### config.mk
export PLATFORM = sky130hd
export DESIGN_NAME = tlt_dwell
export DESIGN_NICKNAME = d
export VERILOG_FILES = /design/src/hdl/tlt_pkg.sv /design/src/hdl/tlt_dwell.sv
export SDC_FILE = /design/constraint.sdc
export NUM_CORES = 2
export LEC_CHECK = 0
export ABC_AREA = 1
export BUFFER_PORTS_ARGS = -buffer_cell sky130_fd_sc_hd__buf_2
export CORE_ASPECT_RATIO = 0.9
export CORE_UTILIZATION = 50
export CTS_CLUSTER_DIAMETER = 200
export DETAILED_ROUTE_END_ITERATION = 12
export PLACE_DENSITY = 0.67
export REMOVE_ABC_BUFFERS = 1
export SLEW_MARGIN = 20
export SYNTH_ARGS = -nofsm -noshare
export SYNTH_HDL_FRONTEND = slang
export SYNTH_SLANG_ARGS = --single-unit
### constraint.sdc
create_clock -name clk_i -period 8.4 [get_ports clk_i]
set_input_delay 0.42 -clock clk_i [delete_from_list [all_inputs] [get_ports clk_i]]
set_output_delay 0.42 -clock clk_i [all_outputs]
set_load 0.05 [all_outputs]
### src/hdl/tlt_pkg.sv
package tlt_pkg;

  // Table geometry
  localparam int TRACK_SLOTS = 64;
  localparam int COUNT_BITS  = 16;
  localparam int SLOT_BITS   = $clog2(TRACK_SLOTS);
  localparam int CW          = (COUNT_BITS > 16) ? COUNT_BITS : 16;

  localparam int Q_BITS      = 17;
  localparam int CFG_IDX_BITS  = 3;
  localparam int CFG_DATA_BITS = 20;

  localparam logic [Q_BITS-1:0] Q_ONE = 17'h10000;

  // Classification thresholds: squared speed in (1/16 m/s)^2, probabilities Q1.16
  localparam logic [31:0] SPD2_2  = 32'd1024;
  localparam logic [31:0] SPD2_5  = 32'd6400;
  localparam logic [31:0] SPD2_15 = 32'd57600;
  localparam logic [31:0] SPD2_25 = 32'd160000;
  localparam logic [31:0] SPD2_30 = 32'd230400;
  localparam logic [31:0] SPD2_80 = 32'd1638400;
  localparam logic [Q_BITS-1:0] PROB_0P4 = 17'd26214;
  localparam logic [Q_BITS-1:0] PROB_0P3 = 17'd19660;

  typedef logic [COUNT_BITS-1:0] cnt_t;
  localparam cnt_t CNT_MAX = '1;

  typedef enum logic {
    OP_CREATE = 1'b0,
    OP_UPDATE = 1'b1
  } op_e;

  typedef enum logic [1:0] {
    ST_FREE  = 2'd0,
    ST_TENT  = 2'd1,
    ST_CONF  = 2'd2,
    ST_COAST = 2'd3
  } status_e;

  typedef enum logic [2:0] {
    CLS_UNKNOWN    = 3'd0,
    CLS_CLUTTER    = 3'd1,
    CLS_ROTARY     = 3'd2,
    CLS_FIXED_WING = 3'd3,
    CLS_BIRD       = 3'd4
  } class_e;

  typedef enum logic {
    RC_OK        = 1'b0,
    RC_FREE_SLOT = 1'b1
  } rc_e;

  typedef enum logic [CFG_IDX_BITS-1:0] {
    CFG_QUALITY_BOOST     = 3'd0,
    CFG_QUALITY_DECAY     = 3'd1,
    CFG_CONFIRM_HIT_COUNT = 3'd2,
    CFG_MAX_COAST_MISSES  = 3'd3,
    CFG_MIN_QUALITY       = 3'd4,
    CFG_MAX_TRACK_RANGE   = 3'd5
  } cfg_idx_e;

  typedef struct packed {
    logic [Q_BITS-1:0] quality_boost;
    logic [Q_BITS-1:0] quality_decay;
    logic [15:0]       confirm_hit_count;
    logic [15:0]       max_coast_misses;
    logic [Q_BITS-1:0] min_quality;
    logic [19:0]       max_track_range;
  } cfg_t;

  // One slot of the track table
  typedef struct packed {
    status_e           status;
    logic [Q_BITS-1:0] quality;
    cnt_t              hits;
    cnt_t              misses;
    class_e            cls;
  } entry_t;

  localparam int ENTRY_BITS = $bits(entry_t);

  typedef struct packed {
    op_e               op;
    logic [5:0]        slot;
    logic              hit;
    logic [Q_BITS-1:0] init_quality;
    logic [15:0]       init_hits;
    logic [19:0]       range_m;
    logic [15:0]       vel_x;
    logic [15:0]       vel_y;
    logic [15:0]       vel_z;
    logic [Q_BITS-1:0] cv_prob;
    logic [Q_BITS-1:0] ca_prob;
    logic [Q_BITS-1:0] turn_prob;
  } item_t;

  typedef struct packed {
    logic [5:0]        slot;
    status_e           status;
    class_e            cls;
    logic [Q_BITS-1:0] quality;
    logic [15:0]       hit_total;
    logic [15:0]       miss_run;
    rc_e               code;
  } result_t;

  // Low 16 bits of a counter, zero-extended when the counter is narrower
  function automatic logic [15:0] cnt_to16(cnt_t c);
    logic [CW-1:0] w;
    w = CW'(c);
    return w[15:0];
  endfunction

endpackage

### src/hdl/tlt_dwell.sv
module tlt_dwell (
  input  logic              clk_i,
  input  logic              en_i,
  input  tlt_pkg::item_t    item_i,
  input  tlt_pkg::entry_t   entry_i,
  input  tlt_pkg::cfg_t     cfg_i,
  output logic              wr_en_o,
  output tlt_pkg::entry_t   wr_entry_o,
  output tlt_pkg::result_t  result_o
);
  import tlt_pkg::*;

  typedef struct packed {
    op_e               op;
    logic [5:0]        slot;
    logic              free;
    status_e           st;
    cnt_t              h;
    cnt_t              m;
    logic [Q_BITS-1:0] q;
    logic [33:0]       prod;
    logic [31:0]       sqx;
    logic [31:0]       sqy;
    logic [31:0]       sqz;
    logic              range_gt;
    logic              tr_hi;
    logic              cv_hi;
    logic              ca_hi;
  } stage_b_t;

  stage_b_t          b_d, b_q;
  logic [Q_BITS:0]   qsum;
  logic [CW-1:0]     init_h_w;
  logic signed [31:0] sqx_s, sqy_s, sqz_s;
  logic [17:0]       prod_hi;
  logic [Q_BITS-1:0] q_decay, q_c;
  logic [31:0]       spd2;
  status_e           st_c;
  logic              drop;
  class_e            cls_c;

  // Stage B: counters, quality add, decay product and squared velocities
  always_comb begin
    sqx_s = $signed(item_i.vel_x) * $signed(item_i.vel_x);
    sqy_s = $signed(item_i.vel_y) * $signed(item_i.vel_y);
    sqz_s = $signed(item_i.vel_z) * $signed(item_i.vel_z);
    init_h_w = CW'(item_i.init_hits);

    b_d.op       = item_i.op;
    b_d.slot     = item_i.slot;
    b_d.free     = (entry_i.status == ST_FREE);
    b_d.st       = entry_i.status;
    b_d.h        = entry_i.hits;
    b_d.m        = entry_i.misses;
    b_d.prod     = 34'(entry_i.quality) * 34'(cfg_i.quality_decay);
    b_d.sqx      = sqx_s;
    b_d.sqy      = sqy_s;
    b_d.sqz      = sqz_s;
    b_d.range_gt = (item_i.range_m > cfg_i.max_track_range);
    b_d.tr_hi    = (item_i.turn_prob > PROB_0P4);
    b_d.cv_hi    = (item_i.cv_prob > PROB_0P3);
    b_d.ca_hi    = (item_i.ca_prob > PROB_0P3);

    qsum = {1'b0, entry_i.quality} + {1'b0, cfg_i.quality_boost};
    b_d.q = (qsum > {1'b0, Q_ONE}) ? Q_ONE : qsum[Q_BITS-1:0];

    if (item_i.op == OP_CREATE) begin
      // saturate the starting values
      b_d.st = ST_TENT;
      b_d.q  = (item_i.init_quality > Q_ONE) ? Q_ONE : item_i.init_quality;
      b_d.h  = (init_h_w > CW'(CNT_MAX)) ? CNT_MAX : init_h_w[COUNT_BITS-1:0];
      b_d.m  = '0;
    end else if (item_i.hit) begin
      if (entry_i.hits != CNT_MAX) begin
        b_d.h = entry_i.hits + cnt_t'(1);
      end
      b_d.m = '0;
    end else begin
      if (entry_i.misses != CNT_MAX) begin
        b_d.m = entry_i.misses + cnt_t'(1);
      end
    end
  end

  always_ff @(posedge clk_i) begin
    if (en_i) begin
      b_q <= b_d;
    end
  end

  // Stage C: quality pick, status move, drop test and classification
  always_comb begin
    prod_hi = b_q.prod[33:16];
    q_decay = (prod_hi > {1'b0, Q_ONE}) ? Q_ONE : prod_hi[Q_BITS-1:0];
    q_c     = (b_q.m == '0) ? b_q.q : q_decay;
    spd2    = b_q.sqx + b_q.sqy + b_q.sqz;

    st_c = b_q.st;
    unique case (b_q.st)
      ST_TENT: begin
        if (CW'(b_q.h) >= CW'(cfg_i.confirm_hit_count)) st_c = ST_CONF;
      end
      ST_CONF: begin
        if (b_q.m != '0) st_c = ST_COAST;
      end
      ST_COAST: begin
        if (b_q.m == '0) st_c = ST_CONF;
      end
      ST_FREE: st_c = ST_FREE;
    endcase

    drop = (CW'(b_q.m) >= CW'(cfg_i.max_coast_misses)) ||
           (q_c < cfg_i.min_quality) || b_q.range_gt;

    priority if (spd2 < SPD2_2) begin
      cls_c = CLS_CLUTTER;
    end else if (b_q.tr_hi && spd2 > SPD2_5 && spd2 < SPD2_30) begin
      cls_c = CLS_ROTARY;
    end else if (b_q.cv_hi && spd2 > SPD2_15 && spd2 < SPD2_80) begin
      cls_c = CLS_FIXED_WING;
    end else if (spd2 > SPD2_5 && spd2 < SPD2_25 && b_q.ca_hi) begin
      cls_c = CLS_BIRD;
    end else begin
      cls_c = CLS_UNKNOWN;
    end

    if (drop) begin
      st_c  = ST_FREE;
      cls_c = CLS_UNKNOWN;
    end

    result_o.slot = b_q.slot;
    result_o.code = RC_OK;
    wr_en_o       = 1'b1;

    if (b_q.op == OP_CREATE) begin
      wr_entry_o.status  = ST_TENT;
      wr_entry_o.quality = b_q.q;
      wr_entry_o.hits    = b_q.h;
      wr_entry_o.misses  = '0;
      wr_entry_o.cls     = CLS_UNKNOWN;
    end else begin
      wr_entry_o.status  = st_c;
      wr_entry_o.quality = q_c;
      wr_entry_o.hits    = b_q.h;
      wr_entry_o.misses  = b_q.m;
      wr_entry_o.cls     = cls_c;
    end

    result_o.status    = wr_entry_o.status;
    result_o.cls       = wr_entry_o.cls;
    result_o.quality   = wr_entry_o.quality;
    result_o.hit_total = cnt_to16(wr_entry_o.hits);
    result_o.miss_run  = cnt_to16(wr_entry_o.misses);

    // An update of a free slot leaves the table alone
    if (b_q.op == OP_UPDATE && b_q.free) begin
      wr_en_o            = 1'b0;
      result_o.status    = ST_FREE;
      result_o.cls       = CLS_UNKNOWN;
      result_o.quality   = '0;
      result_o.hit_total = '0;
      result_o.miss_run  = '0;
      result_o.code      = RC_FREE_SLOT;
    end
  end

endmodule

# == After elaboration in Yosys (flattened, before gate mapping) ==
# Index checks and enable logic that the tools add are counted.
# totals
in_bits,319
elab_cells,85
output_inout_bits,116
ff_bits,193
# op_classes
n_addsub,5
n_eq_ne,5
n_mul,4
bitwise_logic,1
mux,24
reduce_logical,14
n_lt_le_gt_ge,17
# ops
op,count
$mul A16 B16 Y32,3
$mux W17,5
$mux W16,5
$add A32 B32 Y32,2
$lt A32 B18 Y1 const B,2
$mux W55,1
$mux W54,1
$gt A17 B15 Y1 const B,3
$gt A18 B17 Y1 const B,2
$mul A17 B17 Y34,1
$add A16 B1 Y16 const B,2
$ge A16 B16 Y1,2
$gt A32 B13 Y1 const B,1
$gt A32 B16 Y1 const B,1
$lt A32 B11 Y1 const B,1
$lt A32 B21 Y1 const B,1
$mux W32,1
$ne A16 B16 Y1 const B,2
$gt A20 B20 Y1,1
$add A17 B17 Y18,1
$gt A17 B17 Y1 const B,1
$lt A17 B17 Y1,1
$gt A16 B16 Y1 const B,1
$logic_not A16 Y1,1
12 further kinds,28

# == Longest topological paths before layout ==
# logic_depth
depth_word,12
mapped_depth,31
mapped_depth_nobuf,29

# == Worst setup path after synthesis ==
# OpenSTA, ideal clock, no wires.
# synth_path
path_type,in2reg
from,input port item_i[52] (netlist name)
to,"register b_q[34] (netlist name), data pin"
slack_ns,2.041
arrival_ns,6.094
setup_ns,0.265
n_path_buf,2
required_ns,8.135
path_stages,24
cell_sequence,clkbuf_1 -> clkbuf_1 -> nand2_1 -> inv_1 -> fa_1 -> fa_1 -> inv_1 -> fa_1 -> fa_1 -> inv_1 -> fa_1 -> inv_1 -> fa_1 -> inv_1 -> ha_1 -> nand2_1 -> nor2_1 -> nand3_1 -> nor4_1 -> nand2_1 -> o211ai_1 -> a21oi_1 -> o21ai_0 -> xor2_1
# synth_rtl
item,line,text
from (decl),tlt_dwell.sv:4,"input tlt_pkg::item_t item_i,"
to (signal assigned),tlt_dwell.sv:87,b_q <= b_d;
to (decl),tlt_dwell.sv:31,"stage_b_t b_d, b_q;"

==> results.sh <==
export IMPL_final_nets=8174
export IMPL_crit_arrival_ns=6.61
export IMPL_layout_common_cells="1801 x inv_1, 1306 x nand2_1, 975 x fa_1"
export IMPL_worstHoldStart="item_i[155]"
export IMPL_gp_congestion=0.921
export IMPL_post_route_util_pct=54.5
export IMPL_synth_top_cell_by_area="fa_1"
export IMPL_cts_tree="done"
export IMPL_netlist_area_sq_um=50100
export IMPL_htree_levels=4
export IMPL_cts_root_buffer="clkbuf_16"
export IMPL_cts_made_buffers=17
export IMPL_std_cell_rows=109
export IMPL_cts_sinks=174
export IMPL_drtIter0Drc=2018
export IMPL_antenna_found_initial=2
export IMPL_ys_seq_area_share_pct=10.4
export IMPL_timing_final_hold_violations=0
export IMPL_cap_violations=0
export IMPL_relSlewSlack_pct=41.3
export IMPL_dieArea_sq_um=102000
export IMPL_final_common_cell="inv_1"
export IMPL_worstPathMaxFanout=21
export IMPL_synth_top_area_share_pct=38.9
export IMPL_port_buffers=431
export IMPL_drive_above_1_share_pct=8.45
export IMPL_initial_utilization_pct=50.8
export IMPL_rsz0062_at_grt="false"
export IMPL_dpl_worst_slack_ns=1.53
export IMPL_vias=38600
export IMPL_post_cts_resized=0
export IMPL_yosysWarnings=0
export IMPL_regArea_sq_um=5230
export IMPL_wl_um=126000
export IMPL_grt_overflow=0
export IMPL_multi_input_area_sq_um=37300
export IMPL_synthFlopType="edfxtp_1"
export IMPL_worst_slew_pin_slew_ns=0.881
export IMPL_grt_max_degree=65
export IMPL_grt_pass1_wl_um=206000
export IMPL_synth_seq_cells=174
export IMPL_routed_via_density=4.98
export IMPL_ios=435
export IMPL_synth_cell_types=57
export IMPL_fp_dieW_um=336
export IMPL_drt_pass1_iterations=6
export IMPL_chipHeight_um=302
export IMPL_worstSetupPathType="input port to flop"
export IMPL_min_period_ns=6.38
export IMPL_drc=0
export IMPL_holdPathStages=1
export IMPL_post_cts_buffers=0
export IMPL_setup_tns_ns=0
export IMPL_syn2layout_area_growth_pct=7.25
export IMPL_synthCells=6146
export IMPL_cp_required_ns=8.63
export IMPL_grt_usage_pct=25.8
export IMPL_start_kind="input port"
export IMPL_fillers=9450
export IMPL_core_sq_um=98700
export IMPL_crit_path_end_kind="flop"
export IMPL_whs_endpoint="result_o[57]"
export IMPL_slew_viol_final=0
export IMPL_period_share_pct=75.9
export IMPL_min_path_type="input port to flop"
export IMPL_async_reset_ff_share_pct=0
export IMPL_synth_edf_count=174
export IMPL_place_hpwl_um=107000
export IMPL_cts_reportedPaths_clkPinSlew_ns=0.07
export IMPL_fmax_ghz=0.157
export IMPL_postSynthAreaPerCell_sq_um=8.16
export IMPL_synthTopCellsByArea="fa_1 39%, inv_1 13%, ha_1 12%, edfxtp_1 10%, nand2_1 9.8%"
export IMPL_fin_ws_ns=2.02
export IMPL_status="finished clean"
export IMPL_cts_hold_buf=0
export IMPL_ant_nets=0
export IMPL_clockBufferDepth=2
export IMPL_wire_per_inst_um=16.2
export IMPL_grt_pass1_vias=40800
export IMPL_setup_viol=0
==> worst max path at each step <==
stage                     from      end  slack [ns]
global placement    item_i[66]  b_q[34]        1.61
detailed placement  item_i[66]  b_q[34]        1.53
CTS                 item_i[66]  b_q[34]        2.06
floorplan           item_i[66]  b_q[34]        2.57
finish              item_i[66]  b_q[34]        2.02
global route        item_i[66]  b_q[34]        1.66
==> critical path, stage by stage <==
cell and delay (ns):
buf_2 0.36, nand2_1 0.19, inv_1 0.16, fa_1 0.60, fa_1 0.80, inv_1 0.24
fa_1 0.53, fa_1 0.49, inv_1 0.05, fa_1 0.52, inv_1 0.06, fa_1 0.54
inv_1 0.05, ha_1 0.34, nand2_1 0.09, nor2_1 0.15, nand3_1 0.13, nor4_1 0.19
nand2_1 0.11, o211ai_1 0.18, a21oi_1 0.11, o21ai_0 0.20, xor2_1 0.10
==> per-layer routing <==
layer  track usage [%]  vias to the layer above  part of all wire [%]
li1                  -                    18500                     -
met1              32.4                    18900                    41
met2              45.3                     1063                    50
met3              3.09                      184                   5.4
met4              10.6                        2                   4.0
met5                 0                        -                 0.010
==> cell usage after synthesis (3+ instances only) <==
library cell	number
inv_1	1801
nand2_1	1306
fa_1	975
ha_1	479
nor2_1	285
a21oi_1	226
clkbuf_1	177
edfxtp_1	174
nand3_1	136
xor2_1	109
o21ai_0	97
xnor2_1	72
nor3_1	36
nand4_1	33
buf_4	22
nand2_2	21
o21a_1	16
or2_2	16
nor4_1	14
a21o_1	12
o211ai_1	12
o21bai_1	12
a31oi_1	10
nor2_2	9
o21ai_1	9
nand3_2	8
a211oi_1	6
and2_1	6
clkinv_1	6
nand3b_1	5
nor2_4	5
a311oi_1	4
and3_1	3
inv_2	3
nor3b_1	3
o2111ai_1	3
o211a_1	3
o21ai_2	3
o221ai_1	3
==> state kept, by name, indices dropped and copies added, names as in the netlist <==
| signal | cells |
|---|---|
| result_o | 6 |
| b_q | 168 |
==> stage by stage <==
step | hold WS [ns] | std cells | cell area (sq um)
2_1_floorplan | 0.519 | 5944 | 49300
3_3_place_gp | 0.598 | 7714 | 53200
3_5_place_dp | 0.598 | 7714 | 53200
4_1_cts | 0.0569 | 7746 | 53800
5_1_grt | 0.0755 | 7747 | 53800
6_report | 0.103 | 7748 | 53800
==> cell type report <==
cell class / count / share of cell area [%]
diodes: 2 / 0.00931
clock buffers: 17 / 0.791
clock inverters: 15 / 0.321
inverters: 1810 / 12.6
multi-input cells: 3960 / 69.3
flip-flops and latches: 174 / 9.72
well taps: 1332 / 3.10
repair buffers: 438 / 4.12
==> cell families after synthesis <==
kind of cell             share of synthesized area (%)
AO/OA/AOI/OAI                                     4.84
XOR/XNOR                                          3.16
adder cells (fa/ha/maj)                           50.9
buffers and inverters                             15.3
flip-flops                                        10.4
multiplexers                                    0.0200
other                                           0.0150
AND/OR/NAND/NOR                                   15.4
Power is left out: the tool's default activity adds up to more than one toggle a clock period on the data nets, which glitch-free logic cannot reach.
