<file path="config.mk">
export PLATFORM = sky130hd
export DESIGN_NAME = tlt_cfg_regs
export DESIGN_NICKNAME = d
export VERILOG_FILES = /design/src/hdl/tlt_pkg.sv /design/src/hdl/tlt_cfg_regs.sv
export SDC_FILE = /design/constraint.sdc
export NUM_CORES = 1
export LEC_CHECK = 0
export BUFFER_PORTS_ARGS = -buffer_cell sky130_fd_sc_hd__buf_4
export CAP_MARGIN = 30
export CORE_MARGIN = 1
export CORE_UTILIZATION = 27
export CTS_CLUSTER_DIAMETER = 60
export DETAILED_ROUTE_END_ITERATION = 10
export SYNTH_ARGS = -nofsm -noshare
export SYNTH_HDL_FRONTEND = slang
export SYNTH_SLANG_ARGS = --single-unit
</file>
<file path="constraint.sdc">
create_clock -name clk_i -period 0.85 [get_ports clk_i]
set_input_delay 0.085 -clock clk_i [delete_from_list [all_inputs] [get_ports clk_i]]
set_output_delay 0.085 -clock clk_i [all_outputs]
set_load 0.05 [all_outputs]
</file>
<file path="src/hdl/tlt_pkg.sv">
package tlt_pkg;

  // Table geometry
  localparam int TRACK_SLOTS = 64;
  localparam int COUNT_BITS  = 16;
  localparam int SLOT_BITS   = $clog2(TRACK_SLOTS);
  localparam int CW          = (COUNT_BITS > 16) ? COUNT_BITS : 16;

  localparam int Q_BITS      = 17;
  localparam int CFG_IDX_BITS  = 3;
  localparam int CFG_DATA_BITS = 20;

  localparam logic [Q_BITS-1:0] Q_ONE = 17'h10000;

  // Classification thresholds: squared speed in (1/16 m/s)^2, probabilities Q1.16
  localparam logic [31:0] SPD2_2  = 32'd1024;
  localparam logic [31:0] SPD2_5  = 32'd6400;
  localparam logic [31:0] SPD2_15 = 32'd57600;
  localparam logic [31:0] SPD2_25 = 32'd160000;
  localparam logic [31:0] SPD2_30 = 32'd230400;
  localparam logic [31:0] SPD2_80 = 32'd1638400;
  localparam logic [Q_BITS-1:0] PROB_0P4 = 17'd26214;
  localparam logic [Q_BITS-1:0] PROB_0P3 = 17'd19660;

  typedef logic [COUNT_BITS-1:0] cnt_t;
  localparam cnt_t CNT_MAX = '1;

  typedef enum logic {
    OP_CREATE = 1'b0,
    OP_UPDATE = 1'b1
  } op_e;

  typedef enum logic [1:0] {
    ST_FREE  = 2'd0,
    ST_TENT  = 2'd1,
    ST_CONF  = 2'd2,
    ST_COAST = 2'd3
  } status_e;

  typedef enum logic [2:0] {
    CLS_UNKNOWN    = 3'd0,
    CLS_CLUTTER    = 3'd1,
    CLS_ROTARY     = 3'd2,
    CLS_FIXED_WING = 3'd3,
    CLS_BIRD       = 3'd4
  } class_e;

  typedef enum logic {
    RC_OK        = 1'b0,
    RC_FREE_SLOT = 1'b1
  } rc_e;

  typedef enum logic [CFG_IDX_BITS-1:0] {
    CFG_QUALITY_BOOST     = 3'd0,
    CFG_QUALITY_DECAY     = 3'd1,
    CFG_CONFIRM_HIT_COUNT = 3'd2,
    CFG_MAX_COAST_MISSES  = 3'd3,
    CFG_MIN_QUALITY       = 3'd4,
    CFG_MAX_TRACK_RANGE   = 3'd5
  } cfg_idx_e;

  typedef struct packed {
    logic [Q_BITS-1:0] quality_boost;
    logic [Q_BITS-1:0] quality_decay;
    logic [15:0]       confirm_hit_count;
    logic [15:0]       max_coast_misses;
    logic [Q_BITS-1:0] min_quality;
    logic [19:0]       max_track_range;
  } cfg_t;

  // One slot of the track table
  typedef struct packed {
    status_e           status;
    logic [Q_BITS-1:0] quality;
    cnt_t              hits;
    cnt_t              misses;
    class_e            cls;
  } entry_t;

  localparam int ENTRY_BITS = $bits(entry_t);

  typedef struct packed {
    op_e               op;
    logic [5:0]        slot;
    logic              hit;
    logic [Q_BITS-1:0] init_quality;
    logic [15:0]       init_hits;
    logic [19:0]       range_m;
    logic [15:0]       vel_x;
    logic [15:0]       vel_y;
    logic [15:0]       vel_z;
    logic [Q_BITS-1:0] cv_prob;
    logic [Q_BITS-1:0] ca_prob;
    logic [Q_BITS-1:0] turn_prob;
  } item_t;

  typedef struct packed {
    logic [5:0]        slot;
    status_e           status;
    class_e            cls;
    logic [Q_BITS-1:0] quality;
    logic [15:0]       hit_total;
    logic [15:0]       miss_run;
    rc_e               code;
  } result_t;

  // Low 16 bits of a counter, zero-extended when the counter is narrower
  function automatic logic [15:0] cnt_to16(cnt_t c);
    logic [CW-1:0] w;
    w = CW'(c);
    return w[15:0];
  endfunction

endpackage

</file>
<file path="src/hdl/tlt_cfg_regs.sv">
module tlt_cfg_regs (
  input  logic                               clk_i,
  input  logic                               rst_ni,
  input  logic                               cfg_valid_i,
  output logic                               cfg_ready_o,
  input  logic [tlt_pkg::CFG_IDX_BITS-1:0]   cfg_index_i,
  input  logic [tlt_pkg::CFG_DATA_BITS-1:0]  cfg_data_i,
  output tlt_pkg::cfg_t                      cfg_o
);
  import tlt_pkg::*;

  cfg_t cfg_q, cfg_d;

  assign cfg_ready_o = 1'b1;

  // Decode the register index
  always_comb begin
    cfg_d = cfg_q;
    if (cfg_valid_i) begin
      unique case (cfg_idx_e'(cfg_index_i))
        CFG_QUALITY_BOOST:     cfg_d.quality_boost     = cfg_data_i[Q_BITS-1:0];
        CFG_QUALITY_DECAY:     cfg_d.quality_decay     = cfg_data_i[Q_BITS-1:0];
        CFG_CONFIRM_HIT_COUNT: cfg_d.confirm_hit_count = cfg_data_i[15:0];
        CFG_MAX_COAST_MISSES:  cfg_d.max_coast_misses  = cfg_data_i[15:0];
        CFG_MIN_QUALITY:       cfg_d.min_quality       = cfg_data_i[Q_BITS-1:0];
        CFG_MAX_TRACK_RANGE:   cfg_d.max_track_range   = cfg_data_i[19:0];
        default: ;
      endcase
    end
  end

  always_ff @(posedge clk_i or negedge rst_ni) begin
    if (!rst_ni) begin
      cfg_q.quality_boost     <= 17'd6554;
      cfg_q.quality_decay     <= 17'd58982;
      cfg_q.confirm_hit_count <= 16'd3;
      cfg_q.max_coast_misses  <= 16'd5;
      cfg_q.min_quality       <= 17'd6554;
      cfg_q.max_track_range   <= 20'd20000;
    end else begin
      cfg_q <= cfg_d;
    end
  end

  assign cfg_o = cfg_q;

endmodule

</file>
Word-level counts from Yosys, hierarchy flattened:

Cells that the tools add are included.

* input bits: 26
* flip-flop bits (word level): 103
* word-level logic and storage cells: 18

* equality and inequality tests: 5
* reductions and logical operators: 7

Operators by type and width (number)
* AND reduction 2 bit: 6
* equality test 3 x 2 -> 1 bit (second input constant): 2
* equality test 3 bit (second input constant): 2
* equality test 3 x 1 -> 1 bit (second input constant): 1
* zero test 3 bit: 1

Longest topological paths before layout:

Gate-level depths: netlist of run 1.

* depth after elaboration: 2
* gate-level depth with buffers: 4

Worst setup path after synthesis of run 1:

Ideal clock, no wire load.

* path kind: input -> register
* start: in cfg_index_i[1] in the netlist's numbering
* end: reg cfg_q, in the netlist cfg_o[100]
* path slack: -0.353 ns
* cell stages on the path: 3
* arrival time: 1.078 ns
* library setup time: 0.125 ns
* required time: 0.725 ns
* cells stage by stage: nor4b_4 -> buf_6 -> mux2_2

* longest elaborated chain between the ends: 2

Ends and longest elaborated chain
* start, declared: line tlt_cfg_regs.sv:6 `input logic [tlt_pkg::CFG_IDX_BITS-1:0] cfg_index_i,`
* zero test 3 bit: line tlt_cfg_regs.sv:20 `unique case (cfg_idx_e'(cfg_index_i))`
* AND reduction 2 bit (no line)
* end signal, assigned: line tlt_cfg_regs.sv:41 `cfg_q <= cfg_d;`
* end, declared: line tlt_cfg_regs.sv:12 `cfg_t cfg_q, cfg_d;`

No other way between the ends.
A chain may end at the register's enable or synchronous reset.

Worst setup path in the final report of run 1:

* start: reg cfg_q, in the netlist cfg_o[84]
* end: out cfg_o[84] in the netlist's numbering

RTL lines
* end, declared: line tlt_cfg_regs.sv:8 `output tlt_pkg::cfg_t cfg_o`

No word-level cell between the ends.

==> results of run 1 <==
## cell usage after synthesis (all sizes together)
| cell type | instances | area share, % |
|---|---|---|
| mux2 | 103 | 29 |
| dfrtp | 71 | 45 |
| dfstp | 32 | 21 |
| buf | 11 | 2.6 |
| and4bb | 3 | 0.95 |
| nand4b | 2 | 0.60 |
| conb | 1 | 0.095 |
| nor4b | 1 | 0.60 |
## metrics by stage
stage / std cells / total power, mW / hold slack (ps)
after floorplan: 224 / 12.5 / -211
after global placement: 538 / 14.9 / -41.1
after detailed placement: 538 / 15.0 / -33.5
after CTS: 588 / 20.7 / 1.83
after global routing: 597 / 21.7 / 3.98
final: 597 / 20.9 / 19.0
## where the power goes
group          switching (mW)  internal [mW]
Clock                    1.75           2.14
Sequential              0.969           6.33
Combinational            5.17           4.50
## metal layers
layer | track usage (%) | wire length (microns) | up-vias
li1 | - | - | 1161
met1 | 19.7 | 4910 | 1347
met2 | 22.1 | 4770 | 92
met3 | 6.55 | 903 | 13
met4 | 4.52 | 136 | 0
met5 | 0 | 0 | -
## kinds of logic (layout without fill, tap and decap cells)
group | count (synthesis) | after routing | synth area share, %
multiplexers | 103 | 103 | 29.2
buffers and inverters | 11 | 204 | 2.55
AND/OR/NAND/NOR | 6 | 6 | 2.14
flip-flops | 103 | 103 | 66.0
other | 1 | 1 | 0.0945
## path summary, 6_finish.rpt
kind	start	to	slack [ps]	cells after the start
setup / recovery	cfg_o[84]	cfg_o[84]	-290	1
hold / removal	cfg_data_i[4]	cfg_o[41]	20	2
setup reg to reg	cfg_o[96]	cfg_o[96]	-70	2
hold reg to reg	cfg_o[46]	cfg_o[46]	530	1
max in group asynchronous	rst_ni	cfg_o[79]	180	3
min in group asynchronous	rst_ni	cfg_o[55]	140	2
## what timing repair did
action	CTS	global route
hold buffers	6	0
setup buffers	28	9
endpoints found under the setup margin	118	145
pin swaps	1	1
resized for setup	152	23
hold endpoints to repair	83	0
## final cells by class
| type | count | area share (%) |
|---|---|---|
| clock buffers | 13 | 3.73 |
| multi-input cells | 110 | 23.5 |
| flip-flops and latches | 103 | 38.2 |
| repair buffers | 188 | 31.1 |
| clock inverters | 3 | 0.251 |
| well taps | 180 | 3.23 |
==> results.toml, run 1 <==
[outcome]
run_status = "finished with violations"
violations = "setup timing"

[synth]
ys_ff_latch = 103
ys_seq_area_share_pct = 66.0
synth.distinct_cells = 11
syn_area_sq_mm = 0.00397
postSynthAreaPerCell_sq_um = 17.7
yosysWarnings = 0
syn-instance-count = 224
syn-num-nets = 250

[clock_network]
cts-buffers-inserted = 9
clkLatencyLatePin_ps = 350
clkTransAtPathRegs_ps = 70
numClockSinks = 103
cts_max_level = 3
cts_tree = "done"
clock_path_buffers = 2
cts_root_buf = "clkbuf_16"

[setup_path]
crit_path_top_delay_cell = "dfstp_2"
required_ps = 760
end_kind = "output port"
slowest_delay_ps = 560
start_kind = "flop"
critical_path_class = "reg -> out"
arrival_ps = 1060
path_cells = "buf_8"
path_buf_inv = 1
crit_fanout = 2
crit_family = "flip-flops"

[detailed_routing]
routed_via_density = 4.38
drtIter0Drc = 50
drt_first_pass_iters = 4
wl_per_cell_microns = 17.9
drc = 0
ant_nets = 0
routed_wl_mm = 10.7
num_vias = 2613

[place]
placed_area_sq_mm = 0.00571
io_buffer_count = 128
place.gp.congestion = 0.728
pre_cts_slack_ps = -421
dp_hpwl_mm = 6.97

[finish]
layout-drive-gt1-share_pct = 90.4
diodes = 0
fillCellCount = 1162
final_common_cell = "mux2_4"
layout_common_cells = "mux2_4, buf_6, buf_4"
final_util_pct = 49.5
fin_area_sq_mm = 0.00698
area_growth_pct = 76.0
final-seq-area_sq_mm = 0.00267
fin_nets = 438
multi_input_area_sq_mm = 0.00164
largest_reg_flops = 103

[power]
p_leak_nw = 3.27
peakVddDrop_v = 0.00125
power_density_mw_per_mm2 = 2990

[timing]
setup_viol = 132
timing_hold_violations_final = 0
timing.final.ws_setup_ps = -294
finalMaxSlewViolations = 0
finClkSkew_ps = 0
post-route-period-util_pct = 135
rsz0062_at_grt = "true"
finalCriticalPeriod_ps = 1140
tns_ps = -20610
fmax_mhz = 874

[floorplanning]
fp.dieArea_sq_mm = 0.0152
die_w_microns = 123
start_util_pct = 28.1
rows = 43
core-area_sq_mm = 0.0141
die_h_microns = 123
pin_count = 130

[global_routing]
grt_max_degree = 36
grt_pass1_vias = 2857
grt_overflow_total = 0
antenna_found_initial = 0
grt_pass1_wl_mm = 16.6
gr-usage-all-layers_pct = 15.0

[worst_hold_path]
hold_path.class = "in -> reg"

[job]
maxCapViolations = 0
Power figures use the tool's default switching activity.
==> run 2, diff against run 1 <==
--- a/config.mk
+++ b/config.mk
@@ -7,10 +7,12 @@
 export LEC_CHECK = 0
 export BUFFER_PORTS_ARGS = -buffer_cell sky130_fd_sc_hd__buf_4
 export CAP_MARGIN = 30
+export CORE_ASPECT_RATIO = 1.75
 export CORE_MARGIN = 1
 export CORE_UTILIZATION = 27
 export CTS_CLUSTER_DIAMETER = 60
 export DETAILED_ROUTE_END_ITERATION = 10
+export SKIP_CTS_REPAIR_TIMING = 1
 export SYNTH_ARGS = -nofsm -noshare
 export SYNTH_HDL_FRONTEND = slang
 export SYNTH_SLANG_ARGS = --single-unit
==> results.toml, run 2 (synthesis gave the netlist of run 1 again) <==
[place]
io_buffer_count = 128
pre_cts_slack_ps = -410
place.gp.congestion = 0.712
dp_hpwl_mm = 7.32

[detailed_routing]
ant_nets = 0
drc = 0
drtIter0Drc = 80
wl_per_cell_microns = 18.6
routed_wl_mm = 11.1
routed_via_density = 4.41
num_vias = 2636
drt_first_pass_iters = 4

[floorplanning]
fp.dieArea_sq_mm = 0.0152
pin_count = 130
die_h_microns = 162
start_util_pct = 27.6
die_w_microns = 93.6
rows = 58
core-area_sq_mm = 0.0144

[global_routing]
grt_pass1_vias = 2664
grt_max_degree = 61
antenna_found_initial = 0
gr-usage-all-layers_pct = 14.1
grt_overflow_total = 0
grt_pass1_wl_mm = 15.8

[clock_network]
cts_tree = "done"
clock_path_buffers = 2
cts_max_level = 3
clkLatencyLatePin_ps = 340
cts_root_buf = "clkbuf_16"
cts-buffers-inserted = 9
numClockSinks = 103
clkTransAtPathRegs_ps = 70

[finish]
layout_common_cells = "mux2_4, buf_6, buf_4"
layout-drive-gt1-share_pct = 91.4
largest_reg_flops = 103
area_growth_pct = 76.0
fin_nets = 439
fillCellCount = 1238
final_common_cell = "mux2_4"
diodes = 0

[setup_path]
critical_path_class = "reg -> out"
path_buf_inv = 1
arrival_ps = 1060
reg2reg_slack_ps = -60
slowest_delay_ps = 570
required_ps = 760
end_kind = "output port"
crit_family = "flip-flops"
start_kind = "flop"
crit_fanout = 2
crit_path_top_delay_cell = "dfstp_2"
path_cells = "buf_8"

[job]
maxCapViolations = 0

[outcome]
run_status = "finished with violations"
violations = "setup timing"

[timing]
rsz0062_at_grt = "true"
timing.final.ws_setup_ps = -294
fmax_mhz = 874
post-route-period-util_pct = 135
finClkSkew_ps = 0
setup_viol = 135
finalCriticalPeriod_ps = 1140
tns_ps = -20120
finalMaxSlewViolations = 0
timing_hold_violations_final = 0

[power]
power_density_mw_per_mm2 = 3070
p_leak_nw = 3.28
peakVddDrop_v = 0.00130

[worst_hold_path]
hold_path.class = "in -> reg"
-- run 2: cell types whose count changed in the layout (fill, tap and decap cells not counted), moves of 2 or more --
| cell | delta |
|---|---|
| buf_8 | -4 |
| clkbuf_16 | +2 |
| dlygate4sd3_1 | -2 |
| clkbuf_1 | -2 |
| buf_12 | -5 |
| buf_4 | +10 |
| clkinv_4 | +2 |
| bufinv_16 | +2 |
-- run 2: worst paths after layout --
path	start	to	cells after the start
worst max-delay path	cfg_o[24]	cfg_o[24]	1
worst min-delay path	cfg_data_i[16]	cfg_o[102]	2
worst max register to register	cfg_o[16]	cfg_o[16]	2
worst min register to register	cfg_o[47]	cfg_o[47]	1
max in group asynchronous	rst_ni	cfg_o[82]	3
min in group asynchronous	rst_ni	cfg_o[57]	3
-- run 2: area by class of cell --
class                      count  area [sq um]  share of cell area [%]
timing repair buffer         189          2120                    30.3
clock inverter                 6          91.3                    1.31
clock buffer                  10           239                    3.42
sequential                   103          2670                    38.2
tap                          180           225                    3.22
multi-input combinational    110          1640                    23.5
-- run 2: power breakdown --
part           total (mW)  internal, mW  switching (mW)  leakage, nW
clock network        4.53          2.68            1.85        0.163
registers            7.28          6.33           0.951         1.14
logic                9.60          4.43            5.17         1.98
total                21.4          13.4            7.97         3.28
-- run 2: through the flow --
stage	power, mW	instance area, sq um	hold slack [ps]	std cells	util [%]
2_1_floorplan	12.5	4390	-211	224	-
3_3_place_gp	14.9	5650	96.6	538	39.3
3_5_place_dp	15.0	5650	101	538	39.3
4_1_cts	19.6	5980	-280	554	41.6
5_1_grt	22.2	6980	5.63	598	48.6
6_report	21.4	6980	7.22	598	48.6
-- run 2: layer usage --
layer / wire, microns / up-vias / track usage [%]
li1: - / 1164 / -
met1: 4560 / 1377 / 16.9
met2: 5920 / 83 / 24.2
met3: 376 / 12 / 2.33
met4: 245 / 0 / 6.71
met5: 0 / - / 0
==> run 3, diff against run 2 <==
--- a/config.mk
+++ b/config.mk
@@ -8,7 +8,7 @@
 export BUFFER_PORTS_ARGS = -buffer_cell sky130_fd_sc_hd__buf_4
 export CAP_MARGIN = 30
 export CORE_ASPECT_RATIO = 1.75
-export CORE_MARGIN = 1
+export CORE_MARGIN = 2
 export CORE_UTILIZATION = 27
 export CTS_CLUSTER_DIAMETER = 60
 export DETAILED_ROUTE_END_ITERATION = 10
@@ -16,3 +16,4 @@
 export SYNTH_ARGS = -nofsm -noshare
 export SYNTH_HDL_FRONTEND = slang
 export SYNTH_SLANG_ARGS = --single-unit
+export TNS_END_PERCENT = 10
==> results.toml, run 3 (synthesis gave the netlist of run 1 again) <==
[power]
p_int_mw = 12.0
p_clk_share_pct = 20.6
combPwrFrac_pct = 43.1
netSwitchingFraction_pct = 38.6
power_density_mw_per_mm2 = 3160
total_power_mw = 19.5
power_frac_seq_pct = 36.3
peakVddDrop_v = 0.00157
p_sw_mw = 7.53
p_leak_nw = 2.74

[setup_path]
r2r_start = "cfg_o[53]"
end_kind = "output port"
slowest_delay_ps = 550
crit_family = "flip-flops"
reg2reg_to = "cfg_o[53]"
path_cells = "buf_8"
required_ps = 760
r2r_cells = 2
path_buf_inv = 1
start_kind = "flop"
crit_fanout = 2
critical_path_class = "reg -> out"
arrival_ps = 1040
crit_path_top_delay_cell = "dfstp_2"
reg2reg_slack_ps = 10

[finish]
fin_nets = 400
area_growth_pct = 55.5
largest_reg_flops = 103
diodes = 0
fillCellCount = 1318
layout_common_cells = "mux2_2, buf_6, dfrtp_1"
layout-drive-gt1-share_pct = 78.1
final_common_cell = "mux2_2"

[clock_network]
clkLatencyLatePin_ps = 340
cts-buffers-inserted = 9
numClockSinks = 103
clkTransAtPathRegs_ps = 60
cts_root_buf = "clkbuf_16"
clock_path_buffers = 2
cts_max_level = 3
cts_tree = "done"

[outcome]
violations = "setup timing"
run_status = "finished with violations"

[floorplanning]
fp.dieArea_sq_mm = 0.0157
core-area_sq_mm = 0.0144
rows = 58
die_h_microns = 164
die_w_microns = 95.6
pin_count = 130
start_util_pct = 27.6

[job]
maxCapViolations = 0

[worst_hold_path]
hp-start = "cfg_data_i[3]"
hold_path.class = "in -> reg"
hold_end = "cfg_o[56]"
min_path_cells = 2

[detailed_routing]
ant_nets = 0
num_vias = 2472
routed_via_density = 4.42
wl_per_cell_microns = 18.3
drt_first_pass_iters = 2
drtIter0Drc = 36
drc = 0
routed_wl_mm = 10.2

[timing]
tns_ps = -17160
timing_hold_violations_final = 0
timing.final.ws_setup_ps = -271
post-route-period-util_pct = 132
setup_viol = 106
finalMaxSlewViolations = 0
fmax_mhz = 892
rsz0062_at_grt = "true"
finalCriticalPeriod_ps = 1120
finClkSkew_ps = 0

[global_routing]
grt_pass1_wl_mm = 15.2
grt_max_degree = 28
antenna_found_initial = 0
gr-usage-all-layers_pct = 13.4
grt_pass1_vias = 2590
grt_overflow_total = 0

[place]
io_buffer_count = 128
dp_hpwl_mm = 7.50
place.gp.congestion = 0.748
run 3: cell count changes in the layout (fill, tap and decap cells not counted), moves of 2 or more:
cell / previous run / this run
mux2_2: 2 / 92
mux2_4: 101 / 11
dfrtp_1: 30 / 71
dfrtp_2: 41 / 0
buf_4: 53 / 32
buf_6: 93 / 74
clkbuf_1: 0 / 5
buf_12: 5 / 8
and4bb_2: 1 / 3
and4bb_4: 2 / 0
clkbuf_16: 11 / 9
clkinv_4: 2 / 0
run 3: per-stage QoR:
step | hold slack (ps) | utilization, % | cell area (sq um) | std cells | setup slack (ps)
2_1_floorplan | -211 | - | 3990 | 224 | -343
3_3_place_gp | -3.50 | 36.9 | 5300 | 537 | -365
3_5_place_dp | -5.23 | 36.9 | 5300 | 537 | -399
4_1_cts | -376 | 38.9 | 5580 | 553 | -330
5_1_grt | 12.5 | 42.9 | 6170 | 559 | -315
6_report | 24.0 | 42.9 | 6170 | 559 | -271
run 3: worst max-delay path by stage:
stage	start	cells after the start	endpoint
detailed placement	cfg_index_i[2]	4	cfg_o[91]
floorplan	cfg_index_i[2]	3	cfg_o[100]
global route	cfg_o[54]	1	cfg_o[54]
global placement	cfg_index_i[2]	4	cfg_o[95]
CTS	cfg_o[28]	1	cfg_o[28]
finish	cfg_o[28]	1	cfg_o[28]
run 3: cell type report:
| cell class | count | area, sq um | area share (%) |
|---|---|---|---|
| Timing Repair Buffer | 150 | 1750 | 28.4 |
| Tap cell | 180 | 225 | 3.65 |
| Clock inverter | 1 | 30.0 | 0.487 |
| Multi-Input combinational cell | 110 | 1290 | 20.9 |
| Sequential cell | 103 | 2620 | 42.4 |
| Clock buffer | 15 | 258 | 4.18 |
run 3: metal layers:
metal / wire, microns / up-vias / global-route usage [%]
li1: - / 1092 / -
met1: 3690 / 1301 / 14.5
met2: 5900 / 65 / 24.5
met3: 375 / 14 / 2.84
met4: 259 / 0 / 5.65
met5: 0 / - / 0
run 3: power groups by stage:
stage,Sequential (mW),Combinational (mW),Clock [mW]
finish,7.09,8.41,4.02
floorplan,10.7,1.09,0
detailed placement,6.90,7.47,0
global route,7.21,8.70,4.37
global placement,6.86,7.40,0
CTS,6.82,7.48,4.17
